[src/nidc_pkg.sv]
// Package for the national ID number checker: payload types, constants, helper functions.
package nidc_pkg;

   localparam int unsigned ID_LENGTH = 11;
   localparam int unsigned SUM_LENGTH = 10;
   localparam int unsigned LEAD_DIGITS = 6;

   localparam logic [3:0] COUNT_MAX = 4'd15;
   localparam logic [3:0] POS_TENTH = 4'd9;
   localparam logic [3:0] POS_LAST = 4'd10;

   localparam logic [7:0] ASCII_ZERO = 8'h30;
   localparam logic [7:0] ASCII_NINE = 8'h39;

   localparam logic [11:0] YEAR_1900 = 12'd1900;
   localparam logic [11:0] YEAR_2000 = 12'd2000;
   localparam logic [11:0] YEAR_2100 = 12'd2100;
   localparam logic [11:0] YEAR_2200 = 12'd2200;
   localparam logic [11:0] YEAR_2300 = 12'd2300;
   localparam logic [11:0] YEAR_MAX = 12'd2399;

   localparam logic [4:0] MONTH_JAN = 5'd1;
   localparam logic [4:0] MONTH_FEB = 5'd2;
   localparam logic [4:0] MONTH_APR = 5'd4;
   localparam logic [4:0] MONTH_JUN = 5'd6;
   localparam logic [4:0] MONTH_SEP = 5'd9;
   localparam logic [4:0] MONTH_NOV = 5'd11;
   localparam logic [4:0] MONTH_DEC = 5'd12;
   localparam logic [4:0] MONTH_MAX = 5'd19;

   localparam logic [6:0] DAYS_LEAP_FEB = 7'd29;
   localparam logic [6:0] DAYS_FEB = 7'd28;
   localparam logic [6:0] DAYS_SHORT = 7'd30;
   localparam logic [6:0] DAYS_LONG = 7'd31;

   typedef struct packed {
      logic [7:0] character;
      logic       end_of_string;
   } req_payload_type;

   typedef struct packed {
      logic        well_formed;
      logic        date_valid;
      logic        check_ok;
      logic        is_female;
      logic [6:0]  birth_day;
      logic [4:0]  birth_month;
      logic [11:0] birth_year;
   } rsp_payload_type;

   // Weights 1,3,7,9 repeat every four positions.
   function automatic logic [3:0] digit_weight(input logic [3:0] pos);
      logic [3:0] w;
      case (pos[1:0])
         2'd0: w = 4'd1;
         2'd1: w = 4'd3;
         2'd2: w = 4'd7;
         default: w = 4'd9;
      endcase
      return w;
   endfunction

   // Remainder by ten for values below 128: quotient = (v * 205) >> 11.
   function automatic logic [3:0] mod_ten(input logic [6:0] v);
      logic [14:0] prod;
      logic [3:0]  quo;
      logic [6:0]  rem;
      prod = 15'(v) * 15'd205;
      quo = prod[14:11];
      rem = v - 7'({quo, 3'b000} + {quo, 1'b0});
      return rem[3:0];
   endfunction

   function automatic logic [6:0] times_ten(input logic [3:0] d);
      return 7'({d, 3'b000}) + 7'({d, 1'b0});
   endfunction

   function automatic logic [11:0] century_base(input logic [2:0] c);
      logic [11:0] b;
      case (c)
         3'd0: b = YEAR_1900;
         3'd1: b = YEAR_2000;
         3'd2: b = YEAR_2100;
         3'd3: b = YEAR_2200;
         default: b = YEAR_2300;
      endcase
      return b;
   endfunction

endpackage

[src/national_id_number_checker_top.sv]
// Top level of the national ID number checker: character stream in, one verdict per string out.
//
// Characters of an ID number enter on the req_ channel, one per transfer, first character
// first; req_data.end_of_string marks the last one. Each string ends in exactly one transfer
// on the rsp_ channel with the format, date, check digit and sex flags and the decoded date.
// Characters that do not end a string produce nothing.
// A character is registered on transfer into the input register, then folded into the
// running sum and digit store; for the last character the verdict is registered into the
// result register in that same step, which raises rsp_valid. One character per cycle is
// sustained; the only limit is the single result register.
// While a result waits for rsp_ready, characters that do not end a string keep flowing; an
// end-of-string character holds in the input register until the result register frees up.
// Reset clears the running state and both valid flags; the first transfer after reset starts
// a new string.
module national_id_number_checker_top (
   input  logic                     clock,
   input  logic                     reset,
   input  logic                     req_valid,
   output logic                     req_ready,
   input  nidc_pkg::req_payload_type req_data,
   output logic                     rsp_valid,
   input  logic                     rsp_ready,
   output nidc_pkg::rsp_payload_type rsp_data
);

   logic                      in_valid_ff, in_valid_in;
   nidc_pkg::req_payload_type in_data_ff;

   logic [3:0] count_ff, count_in;
   logic       bad_ff, bad_in;
   logic [3:0] sum_ff, sum_in;
   logic [3:0] digits_ff [nidc_pkg::LEAD_DIGITS];
   logic [3:0] digits_in [nidc_pkg::LEAD_DIGITS];
   logic       tenth_even_ff, tenth_even_in;

   logic                      rsp_valid_ff, rsp_valid_in;
   nidc_pkg::rsp_payload_type rsp_data_ff, rsp_data_in;

   logic       out_free, step;
   logic       is_digit;
   logic [3:0] digit;
   logic [6:0] sum_total;
   logic       wf;
   logic [3:0] expect_digit;
   logic [2:0] century;
   logic [6:0] year_low, day;
   logic [4:0] month;
   logic [11:0] year;
   logic       leap;
   logic [6:0] last_day;
   logic       date_ok;

   assign out_free = !rsp_valid_ff || rsp_ready;
   assign step = in_valid_ff && (!in_data_ff.end_of_string || out_free);
   assign req_ready = !in_valid_ff || step;
   assign in_valid_in = req_valid ? 1'b1 : (in_valid_ff && !step);

   always_ff @(posedge clock) begin
      if (reset) begin
         in_valid_ff <= 1'b0;
      end else begin
         in_valid_ff <= in_valid_in;
      end
      if (req_valid && req_ready) begin
         in_data_ff <= req_data;
      end
   end

   // Per-character update of the running state
   always_comb begin
      is_digit = (in_data_ff.character >= nidc_pkg::ASCII_ZERO) &&
                 (in_data_ff.character <= nidc_pkg::ASCII_NINE);
      digit = is_digit ? in_data_ff.character[3:0] : 4'd0;
      sum_total = 7'(nidc_pkg::digit_weight(count_ff) * digit) + 7'(sum_ff);

      count_in = (count_ff < nidc_pkg::COUNT_MAX) ? count_ff + 4'd1 : count_ff;
      bad_in = bad_ff;
      sum_in = sum_ff;
      tenth_even_in = tenth_even_ff;
      for (int i = 0; i < nidc_pkg::LEAD_DIGITS; i++) begin
         digits_in[i] = digits_ff[i];
      end

      if (count_ff < 4'(nidc_pkg::ID_LENGTH) && !is_digit) begin
         bad_in = 1'b1;
      end
      if (count_ff < 4'(nidc_pkg::SUM_LENGTH)) begin
         sum_in = nidc_pkg::mod_ten(sum_total);
         for (int i = 0; i < nidc_pkg::LEAD_DIGITS; i++) begin
            if (count_ff == 4'(i)) begin
               digits_in[i] = digit;
            end
         end
         if (count_ff == nidc_pkg::POS_TENTH) begin
            tenth_even_in = !digit[0];
         end
      end

      // End of string starts the next string from scratch
      if (in_data_ff.end_of_string) begin
         count_in = 4'd0;
         bad_in = 1'b0;
         sum_in = 4'd0;
         tenth_even_in = 1'b0;
         for (int i = 0; i < nidc_pkg::LEAD_DIGITS; i++) begin
            digits_in[i] = 4'd0;
         end
      end
   end

   // Verdict for the final character; stored digits come from earlier characters
   always_comb begin
      wf = (count_ff == nidc_pkg::POS_LAST) && !bad_ff && is_digit;
      expect_digit = (sum_ff == 4'd0) ? 4'd0 : 4'd10 - sum_ff;
      century = digits_ff[2][3:1];
      month = (digits_ff[2][0] ? 5'd10 : 5'd0) + 5'(digits_ff[3]);
      day = nidc_pkg::times_ten(digits_ff[4]) + 7'(digits_ff[5]);
      year_low = nidc_pkg::times_ten(digits_ff[0]) + 7'(digits_ff[1]);
      year = nidc_pkg::century_base(century) + 12'(year_low);
      // Every century base is a multiple of four; only 2000 is a multiple of 400
      leap = (year_low == 7'd0) ? (century == 3'd1) : (year_low[1:0] == 2'b00);
      if (month == nidc_pkg::MONTH_FEB) begin
         last_day = leap ? nidc_pkg::DAYS_LEAP_FEB : nidc_pkg::DAYS_FEB;
      end else if (month == nidc_pkg::MONTH_APR || month == nidc_pkg::MONTH_JUN ||
                   month == nidc_pkg::MONTH_SEP || month == nidc_pkg::MONTH_NOV) begin
         last_day = nidc_pkg::DAYS_SHORT;
      end else begin
         last_day = nidc_pkg::DAYS_LONG;
      end
      date_ok = (month >= nidc_pkg::MONTH_JAN) && (month <= nidc_pkg::MONTH_DEC) &&
                (day != 7'd0) && (day <= last_day);

      rsp_data_in.well_formed = wf;
      rsp_data_in.date_valid = wf && date_ok;
      rsp_data_in.check_ok = wf && (expect_digit == digit);
      rsp_data_in.is_female = wf && tenth_even_ff;
      rsp_data_in.birth_day = wf ? day : 7'd0;
      rsp_data_in.birth_month = wf ? month : 5'd0;
      rsp_data_in.birth_year = wf ? year : 12'd0;

      if (step && in_data_ff.end_of_string) begin
         rsp_valid_in = 1'b1;
      end else begin
         rsp_valid_in = rsp_valid_ff && !rsp_ready;
      end
   end

   always_ff @(posedge clock) begin
      if (reset) begin
         count_ff <= 4'd0;
         bad_ff <= 1'b0;
         sum_ff <= 4'd0;
         tenth_even_ff <= 1'b0;
         rsp_valid_ff <= 1'b0;
         for (int i = 0; i < nidc_pkg::LEAD_DIGITS; i++) begin
            digits_ff[i] <= 4'd0;
         end
      end else begin
         rsp_valid_ff <= rsp_valid_in;
         if (step) begin
            count_ff <= count_in;
            bad_ff <= bad_in;
            sum_ff <= sum_in;
            tenth_even_ff <= tenth_even_in;
            for (int i = 0; i < nidc_pkg::LEAD_DIGITS; i++) begin
               digits_ff[i] <= digits_in[i];
            end
         end
      end
      if (step && in_data_ff.end_of_string) begin
         rsp_data_ff <= rsp_data_in;
      end
   end

   assign rsp_valid = rsp_valid_ff;
   assign rsp_data = rsp_data_ff;

`ifndef SYNTHESIS
   a_reject_zero_fields: assert property (@(posedge clock) disable iff (reset)
      rsp_valid && !rsp_data.well_formed |->
         !rsp_data.date_valid && !rsp_data.check_ok && !rsp_data.is_female &&
         rsp_data.birth_day == 7'd0 && rsp_data.birth_month == 5'd0 &&
         rsp_data.birth_year == 12'd0)
      else $error("rejected string carries nonzero fields");

   a_accept_ranges: assert property (@(posedge clock) disable iff (reset)
      rsp_valid && rsp_data.well_formed |->
         rsp_data.birth_year >= nidc_pkg::YEAR_1900 &&
         rsp_data.birth_year <= nidc_pkg::YEAR_MAX &&
         rsp_data.birth_month <= nidc_pkg::MONTH_MAX)
      else $error("decoded date out of range");

   a_state_cleared: assert property (@(posedge clock) disable iff (reset)
      step && in_data_ff.end_of_string |=> count_ff == 4'd0 && sum_ff == 4'd0 && !bad_ff)
      else $error("state not cleared after end of string");

   a_stage_held: assert property (@(posedge clock) disable iff (reset)
      in_valid_ff && !step |=> in_valid_ff && $stable(in_data_ff))
      else $error("input register lost a pending character");
`endif

endmodule
[config.mk]
export PLATFORM = sky130hd
export DESIGN_NAME = national_id_number_checker_top
export DESIGN_NICKNAME = d
export VERILOG_FILES = /design/src/nidc_pkg.sv /design/src/national_id_number_checker_top.sv
export SDC_FILE = /design/constraint.sdc
export NUM_CORES = 1
export LEC_CHECK = 0
export CORE_MARGIN = 2
export CORE_UTILIZATION = 35
export DETAILED_ROUTE_END_ITERATION = 8
export DONT_BUFFER_PORTS = 1
export PLACE_DENSITY = 0.48
export SKIP_LAST_GASP = 1
export SYNTH_ARGS = -nofsm -noshare
export SYNTH_HDL_FRONTEND = slang
export SYNTH_SLANG_ARGS = --single-unit
[constraint.sdc]
create_clock -name clock -period 9.4 [get_ports clock]
set_input_delay 0.47 -clock clock [delete_from_list [all_inputs] [get_ports clock]]
set_output_delay 0.47 -clock clock [all_outputs]
set_load 0.05 [all_outputs]
### Word-level counts from Yosys, hierarchy flattened

Memories as Yosys holds them, arrays and structs flattened.
Cells that the tools add are included.

* bits in registers: 49
* latch bits: 0
* bits in writable memories: 24
* bits in read-only memories: 0
* bits of input ports: 13
* output and inout port bits: 30
* logic and storage cells: 144
* memories kept: 1

Memory list
* digits_ff: depth 6, bits a word 4, read ports 6, clocked after memory_dff 0, wr ports 6, RTL line national_id_number_checker_top.sv:32 `logic [3:0] digits_ff [nidc_pkg::LEAD_DIGITS];`

* $add $sub $neg: 11
* multipliers: 2
* div/mod/pow operators: 0
* $lt $le $gt $ge: 8
* equality and inequality tests: 18
* shift operators: 0
* multiplexer cells: 39
* bitwise logic cells: 6
* reductions and logical operators: 44

Operator list (number)
* two-way mux 4 bit: 19
* two-way mux 24 bit: 2
* case mux 12 bit (4 select lines): 1
* adder 7 x 4 -> 7 bit: 3
* logical AND 1 bit: 15
* two-way mux 1 bit: 15
* adder 7 x 5 -> 7 bit: 2
* multiplier 7 x 8 -> 14 bit (second input constant): 1
* adder 12 x 7 -> 12 bit: 1
* < comparator 4 bit (second input constant): 3
* case mux 4 bit (3 select lines): 1
* equality test 5 x 3 -> 1 bit (second input constant): 2
* equality test 5 x 4 -> 1 bit (second input constant): 2
* equality test 4 x 2 -> 1 bit (second input constant): 2
* equality test 4 x 3 -> 1 bit (second input constant): 2
* equality test 4 bit (second input constant): 2
* greater-or-equal comparator 8 x 6 -> 1 bit (second input constant): 1
* <= comparator 8 x 6 -> 1 bit (second input constant): 1
* zero test 1 bit: 8
* zero test 4 bit: 2
* nonzero test 2 bit: 4
* <= comparator 7 bit: 1
* zero test 7 bit: 1
* multiplier 4 x 4 -> 7 bit: 1
* other kinds (22): 36

### Longest topological paths before layout

Gate-level depths: netlist (run 1).
An unclocked memory read counts as a cell.

* depth after elaboration: 12
* gate-level depth with buffers: 38

### Least setup slack after synthesis (run 1)

Ideal clock, no wire load.

* kind: flip-flop to flip-flop
* from: reg in_data_ff[2] (netlist bit)
* to: reg sum_ff[3]
* arrival: 7.826 ns
* path slack: 1.458 ns
* stages on the path, launching flop included: 33
* buffers on the path: 1
* path through: edfxtp_1 o21ai_0 and2_1 clkbuf_1 nand2_1 inv_1 nand2_1 fa_1 fa_1 fa_1 inv_1 ha_1 a21oi_1 o21bai_1 a21oi_1 xnor2_1 ha_1 ha_1 fa_1 fa_1 ha_1 a21oi_1 a211oi_1 a211o_2 nand4_1 nand3_1 xor2_1 ha_1 and2b_1 or4b_1 and3_1 mux2_2 a31o_1

* word-level cells in the longest chain between the ends: 10
* elaborated cells between the ends (all ways): 11

RTL lines
* from (decl): RTL line national_id_number_checker_top.sv:27 `nidc_pkg::req_payload_type in_data_ff;`
* from (signal assigned): RTL line national_id_number_checker_top.sv:65 `in_data_ff <= req_data;`
* greater-or-equal comparator 8 x 6 -> 1 bit / <= comparator 8 x 6 -> 1 bit (equally long branches): RTL line national_id_number_checker_top.sv:71, national_id_number_checker_top.sv:72
* logical AND 1 bit (*): RTL line national_id_number_checker_top.sv:71 `is_digit = (in_data_ff.character >= nidc_pkg::ASCII_ZERO) &&`
* two-way mux 4 bit (*): RTL line national_id_number_checker_top.sv:73 `digit = is_digit ? in_data_ff.character[3:0] : 4'd0;`
* via digit[2]: RTL line national_id_number_checker_top.sv:41 `logic [3:0] digit;`
* multiplier 4 x 4 -> 7 bit (*): RTL line national_id_number_checker_top.sv:74 `sum_total = 7'(nidc_pkg::digit_weight(count_ff) * digit) + 7'(sum_ff);`
* adder 7 x 4 -> 7 bit (*): RTL line national_id_number_checker_top.sv:74
* multiplier 7 x 8 -> 14 bit: RTL line nidc_pkg.sv:68 `prod = 15'(v) * 15'd205;`
* adder 4 bit: RTL line nidc_pkg.sv:70 `rem = v - 7'({quo, 3'b000} + {quo, 1'b0});`
* subtractor 4 bit (*): RTL line nidc_pkg.sv:70
* two-way mux 4 bit (*): RTL line national_id_number_checker_top.sv:87 `if (count_ff < 4'(nidc_pkg::SUM_LENGTH)) begin`
* two-way mux 4 bit (*): RTL line national_id_number_checker_top.sv:100 `if (in_data_ff.end_of_string) begin`
* to (signal assigned): RTL line national_id_number_checker_top.sv:163 `sum_ff <= sum_in;`
* to (decl): RTL line national_id_number_checker_top.sv:31 `logic [3:0] sum_ff, sum_in;`

The timed path passes the listed nets; every way through them passes the cells marked *. The select of a mux whose other input is x is not followed.
A chain may end at the register's enable or synchronous reset.

### Final worst setup path (run 1)

* from: reg in_data_ff[2] (netlist bit)
* to: reg sum_ff[3]

* word-level cells in the longest chain between the ends: 10
* elaborated cells between the ends (all ways): 11

RTL lines (RTL line)
* greater-or-equal comparator 8 x 6 -> 1 bit / <= comparator 8 x 6 -> 1 bit (equally long branches): national_id_number_checker_top.sv:71, national_id_number_checker_top.sv:72
* logical AND 1 bit: national_id_number_checker_top.sv:71
* two-way mux 4 bit (*): national_id_number_checker_top.sv:73
* via digit[1]: national_id_number_checker_top.sv:41
* multiplier 4 x 4 -> 7 bit (*): national_id_number_checker_top.sv:74
* adder 7 x 4 -> 7 bit (*): national_id_number_checker_top.sv:74
* multiplier 7 x 8 -> 14 bit: nidc_pkg.sv:68
* adder 4 bit: nidc_pkg.sv:70
* subtractor 4 bit (*): nidc_pkg.sv:70
* two-way mux 4 bit (*): national_id_number_checker_top.sv:87
* two-way mux 4 bit (*): national_id_number_checker_top.sv:100

Marked as above.

==> results of run 1 <==
[flip-flops by register name, indices dropped and copies added, names as in the netlist]
name and count:
tenth_even_ff 1, sum_ff 4, in_valid_ff 1, rsp_data 28, digits_ff 24, rsp_valid 1
bad_ff 1, in_data_ff 9, count_ff 4
[critical path: cells and delay by family (launching register included)]
family | cells | cell delay, ns
flip-flops | 1 | 0.47
adder cells (fa/ha/maj) | 10 | 3.96
XOR/XNOR | 2 | 0.32
AO/OA/AOI/OAI | 8 | 1.49
multiplexers | 1 | 0.26
AND/OR/NAND/NOR | 8 | 1.58
buffers and inverters | 2 | 0.16
[layer usage]
layer | part of all wire (%) | wire, µm
met1 | 45 | 4610
met4 | 1.6 | 161
met5 | 0 | 0
met3 | 2.6 | 263
met2 | 51 | 5280
[cell families after synthesis]
logic type                 share of synthesized area, %
adders and majority gates                          26.6
buffers and inverters                              4.83
muxes                                             0.219
and+or+nand+nor                                    12.6
AOI/OAI and AO/OA                                  10.3
xor gates and xnor gates                           5.27
DFF                                                40.2
[per-stage QoR]
step	hold slack, ns	instance area (µm²)	setup WS (ns)
finish	0.205	5660	1.05
global placement	0.491	5350	1.22
detailed placement	0.493	5350	1.05
floorplan	0.449	5150	1.46
CTS	0.188	5660	1.01
global route	0.187	5660	0.427
[Yosys cell counts (all sizes together), types with 2 or more instances]
cell type	number
buf	2
nor4	2
and2	20
dfxtp	12
a211oi	4
o21bai	3
o221ai	3
a21o	8
xor2	8
nand4	4
nand3	9
or3	2
nand2	16
xnor2	23
fa	19
a21oi	38
a31oi	4
a2111oi	2
and3	6
inv	53
nor3	13
nor2	39
clkbuf	8
a21boi	2
ha	79
nand2b	6
or4	2
nor2b	5
o21ai	17
edfxtp	61
a211o	2
[power by group through the flow]
stage | Clock, mW | Sequential, mW | Combinational [mW]
2_1_floorplan | 0 | 0.381 | 0.0630
3_3_place_gp | 0 | 0.384 | 0.0748
3_5_place_dp | 0 | 0.384 | 0.0763
4_1_cts | 0.368 | 0.377 | 0.0773
5_1_grt | 0.383 | 0.378 | 0.0888
6_report | 0.359 | 0.377 | 0.0761
[worst max-delay path by stage]
stage,startpoint,to,slack (ns),depth (start not counted)
global placement,in_data_ff[2],sum_ff[3],1.22,31
floorplan,in_data_ff[2],sum_ff[3],1.46,32
global route,in_data_ff[2],sum_ff[3],0.43,33
detailed placement,in_data_ff[2],sum_ff[3],1.05,31
finish,in_data_ff[2],sum_ff[3],1.05,31
CTS,in_data_ff[2],sum_ff[3],1.01,31
[area by class of cell]
type                    count  area [µm²]
fillers                  1446        8820
multi-input cells         345        2830
well taps                 184         230
repair buffers              2        15.0
clock inverters             7        85.1
inverters                  53         199
flip-flops and latches     73        2070
clock buffers               9         225
==> impl_metrics.json, run 1 <==
{
  "outcome": "complete, no violations",
  "hold_path_depth": 1,
  "synth_ff_type": "edfxtp_1",
  "finalCritPeriodShare_pct": 88.9,
  "die_w_um": 125,
  "clk_latency_ns": 0.34,
  "rsz0062_at_grt": "no",
  "power.density_nw_per_um2": 144,
  "gr-total-overflow": 0,
  "slew_violations": 0,
  "crit_required_ns": 9.63,
  "synthTopCellsByArea": "edfxtp_1 (36%), ha_1 (19%), fa_1 (7.4%)",
  "io_pins": 43,
  "syn-cell-area_um2": 5150,
  "vias": 3367,
  "crit_path_end_kind": "flop",
  "met2_usage_pct": 24.9,
  "p_switching_uw": 190,
  "peakVddDrop_mv": 0.0951,
  "min_period_ns": 8.35,
  "clockBufferDepth": 2,
  "critPathKind": "flop to flop",
  "gp_congestion": 0.828,
  "yosysWarnings": 0,
  "final_cells": 673,
  "total_power_uw": 813,
  "pwr-share-seq_pct": 46.4,
  "max_freq_mhz": 120,
  "relSlewSlack_pct": 29.7,
  "worstHoldPathType": "primary input to flop",
  "drc": 0,
  "area_growth_pct": 9.86,
  "swShare_pct": 23.4,
  "synth_area_leader_cell": "edfxtp_1",
  "postRouteAntennaNets": 0,
  "firstDrtPassIters": 4,
  "antenna_found_initial": 0,
  "clk_pin_slew_ns": 0.06,
  "drv_cap": 0,
  "intPower_uw": 622,
  "grt_pass1_wl_mm": 17.3,
  "wl_mm": 10.3,
  "final_cell_mix": "ha_1 (79), edfxtp_1 (61), inv_1 (53)",
  "die-area_um2": 15700,
  "holdPathEnd": "count_ff[0]",
  "worst-r2r-setup-slack_ns": 1.05,
  "synth_edf_count": 61,
  "hold_buffers": 0,
  "critPathSlowestCell": "fa_1",
  "initialDrtViolationCount": 127,
  "clock_skew_ns": 0.00503,
  "synth.distinct_cells": 44,
  "wl_per_cell_um": 15.3,
  "gr-usage-met1_pct": 16.4,
  "start_kind": "flop",
  "setup_viol": 0,
  "ctsResizeCount": 0,
  "cts_buffers": 9,
  "syn_nets": 592,
  "die_h_um": 125,
  "dp_hpwl_mm": 8.11,
  "antennaDiodeCount": 0,
  "clockRootBuffer": "clkbuf_16",
  "synth_seq_cells": 73,
  "synthArstFlopShare_pct": 0,
  "cts_sinks": 73,
  "dp.cells": 657,
  "final_nets": 595,
  "synth_top_area_share_pct": 35.6,
  "num_rows": 44,
  "track_usage_pct": 13.8,
  "reg2reg_from": "in_data_ff[2]",
  "yosysSeqAreaShare_pct": 40.2,
  "start_util_pct": 35.6,
  "fin_tns_setup_ns": 0,
  "worstHoldStart": "reset",
  "reg2reg_depth": 31,
  "combPwrFrac_pct": 9.4,
  "final_core_util_pct": 39.1,
  "core_area_um2": 14500,
  "finalHoldViolCount": 0,
  "grt_busiest_layer": "met2",
  "p_clk_share_pct": 44.2,
  "grtUsageMet3_pct": 2.65,
  "crit_fanout": 7,
  "cts_tree": "built",
  "avgSynthCellArea_um2": 10.7,
  "grt_pass1_vias": 3511,
  "critPathMaxStageDelay_ns": 0.52,
  "reg2reg_to": "sum_ff[3]",
  "viasPerCell": 5.00,
  "final_common_cell": "ha_1",
  "worst_pin_slew_ns": 1.05,
  "port_buffers": 0,
  "cp.arrival_ns": 8.58,
  "drive_gt1_share_pct": 4.09,
  "syn_inst": 481,
  "htree_levels": 3,
  "p_leak_nw": 2.56,
  "cts_setup_buffers": 0,
  "grt_max_degree": 31
}
Power figures use the tool's default switching activity.
==> run 2: changes to the inputs <==
--- a/config.mk
+++ b/config.mk
@@ -10,6 +10,7 @@
 export DETAILED_ROUTE_END_ITERATION = 8
 export DONT_BUFFER_PORTS = 1
 export PLACE_DENSITY = 0.48
+export RECOVER_POWER = 100
 export SKIP_LAST_GASP = 1
 export SYNTH_ARGS = -nofsm -noshare
 export SYNTH_HDL_FRONTEND = slang
==> run 2 against run 1 <==
Cell count stayed put. Critical endpoint unchanged. Register-to-register slack worse by 0.09 ns. The run now ends with capacitance limit, slew limit left. Design area is 0.13% lower. Via count hardly changed. Critical path type unchanged. Maximum frequency is 1.1% lower. Routed wire length hardly changed.
==> impl_metrics.json, run 2 (synthesis gave the netlist of run 1 again) <==
{
  "area_growth_pct": 9.72,
  "largest_reg_flops": 28,
  "setup_viol": 0,
  "cp.arrival_ns": 8.67,
  "antennaDiodeCount": 0,
  "die-area_um2": 15700,
  "final_common_cell": "ha_1",
  "critPathMaxStageDelay_ns": 0.52,
  "clockBufferDepth": 2,
  "startpoint": "in_data_ff[2]",
  "relSlewSlack_pct": -7.48,
  "ctsResizeCount": 0,
  "drv_cap": 1,
  "worst_pin_slew_ns": 1.61,
  "cts_setup_buffers": 0,
  "outcome": "finished with violations",
  "top_register": "rsp_data",
  "slew_violations": 31,
  "drc": 0,
  "cts_tree": "built",
  "worstHoldStart": "reset",
  "crit_required_ns": 9.63,
  "pwr-share-seq_pct": 46.4,
  "start_kind": "flop",
  "crit_path_end_kind": "flop",
  "critPathKind": "flop to flop",
  "wl_per_cell_um": 15.3,
  "hold_buffers": 0,
  "finalHoldViolCount": 0,
  "p_switching_uw": 191,
  "clock_skew_ns": 0.00586,
  "intPower_uw": 622,
  "grt_max_degree": 31,
  "worstHoldPathType": "primary input to flop",
  "finalCritPeriodShare_pct": 89.8,
  "cts_buffers": 9,
  "track_usage_pct": 13.8,
  "postRouteAntennaNets": 0,
  "swShare_pct": 23.5,
  "wl_mm": 10.3,
  "max_freq_mhz": 118,
  "die_w_um": 125,
  "antenna_found_initial": 0,
  "clk_pin_slew_ns": 0.06,
  "vias": 3370,
  "crit_fanout": 7,
  "largestRegisters": "rsp_data x28, digits_ff x24, in_data_ff x9",
  "drive_gt1_share_pct": 3.68,
  "port_buffers": 0,
  "reg2reg_depth": 31,
  "gp_congestion": 0.828,
  "core_area_um2": 14500,
  "p_clk_share_pct": 44.3,
  "peakVddDrop_mv": 0.0949,
  "holdPathEnd": "sum_ff[0]",
  "power.density_nw_per_um2": 144,
  "fillers": 1447,
  "viasPerCell": 5.01,
  "clockRootBuffer": "clkbuf_16",
  "hold_path_depth": 1,
  "grt_pass1_wl_mm": 17.3,
  "dp_hpwl_mm": 8.11,
  "gr-total-overflow": 0,
  "final_cell_mix": "ha_1 (79), edfxtp_1 (61), inv_1 (53)",
  "initialDrtViolationCount": 123,
  "io_pins": 43,
  "combPwrFrac_pct": 9.3,
  "start_util_pct": 35.6,
  "num_rows": 44,
  "reg2reg_from": "in_data_ff[2]",
  "firstDrtPassIters": 4,
  "violations": "capacitance limit, slew limit",
  "worst-r2r-setup-slack_ns": 0.96,
  "cts_sinks": 73,
  "rsz0062_at_grt": "no",
  "grt_pass1_vias": 3511,
  "p_leak_nw": 2.55,
  "fin_tns_setup_ns": 0,
  "die_h_um": 125,
  "htree_levels": 3,
  "min_period_ns": 8.44,
  "reg2reg_to": "sum_ff[3]",
  "final_nets": 595,
  "clk_latency_ns": 0.34,
  "critPathSlowestCell": "fa_1",
  "total_power_uw": 813
}
-- run 2: changes by cell type in the layout (fill, tap and decap cells not counted), sizes merged --
cell | previous run | this run
buf | 2 | 0
clkbuf | 9 | 11
-- run 2: layer usage --
| layer | global-route usage, % | vias to the layer above | wire length, µm |
|---|---|---|---|
| li1 | - | 1695 | - |
| met1 | 16.4 | 1616 | 4620 |
| met2 | 24.9 | 46 | 5270 |
| met3 | 2.65 | 13 | 263 |
| met4 | 4.97 | 0 | 161 |
| met5 | 0 | - | 0 |
-- run 2: stage by stage --
stage / instance area [µm²] / std cells / hold WS [ns] / util (%) / setup WS [ns]
2_1_floorplan: 5150 / 481 / 0.449 / - / 1.46
3_3_place_gp: 5350 / 657 / 0.491 / 36.9 / 1.22
3_5_place_dp: 5350 / 657 / 0.493 / 36.9 / 1.05
4_1_cts: 5660 / 673 / 0.188 / 39.1 / 1.01
5_1_grt: 5650 / 673 / 0.187 / 39.0 / 0.325
6_report: 5650 / 673 / 0.204 / 39.0 / 0.956
-- run 2: layout make-up --
class                   instances  area, µm²  area share [%]
well taps                     184        230            4.07
flip-flops and latches         73       2070            36.7
inverters                      53        199            3.52
clock inverters                 7       85.1            1.51
clock buffers                   9        225            3.99
multi-input cells             345       2830            50.1
repair buffers                  2       7.51           0.133
-- run 2: worst max-delay path by stage --
stage / endpoint / slack, ns / cells past startpoint
after CTS: sum_ff[3] / 1.01 / 31
final: sum_ff[3] / 0.96 / 31
after global placement: sum_ff[3] / 1.22 / 31
after floorplan: sum_ff[3] / 1.46 / 32
after global routing: sum_ff[3] / 0.33 / 33
after detailed placement: sum_ff[3] / 1.05 / 31
-- run 2: power by group through the flow --
| stage | Combinational (mW) | Sequential (mW) | Clock, mW |
|---|---|---|---|
| 6_report | 0.0758 | 0.377 | 0.360 |
| 5_1_grt | 0.0885 | 0.379 | 0.383 |
| 4_1_cts | 0.0773 | 0.377 | 0.368 |
| 3_5_place_dp | 0.0763 | 0.384 | 0 |
| 3_3_place_gp | 0.0748 | 0.384 | 0 |
| 2_1_floorplan | 0.0630 | 0.381 | 0 |
-- run 2: critical path, delay by kind of cell, from the launching register on --
kind                     cells  cell delay [ns]
multiplexers                 1             0.26
XOR/XNOR                     2             0.32
AO/OA/AOI/OAI                8             1.50
adder cells (fa/ha/maj)     10             3.96
flip-flops                   1             0.47
buffers and inverters        2             0.18
AND/OR/NAND/NOR              8             1.65
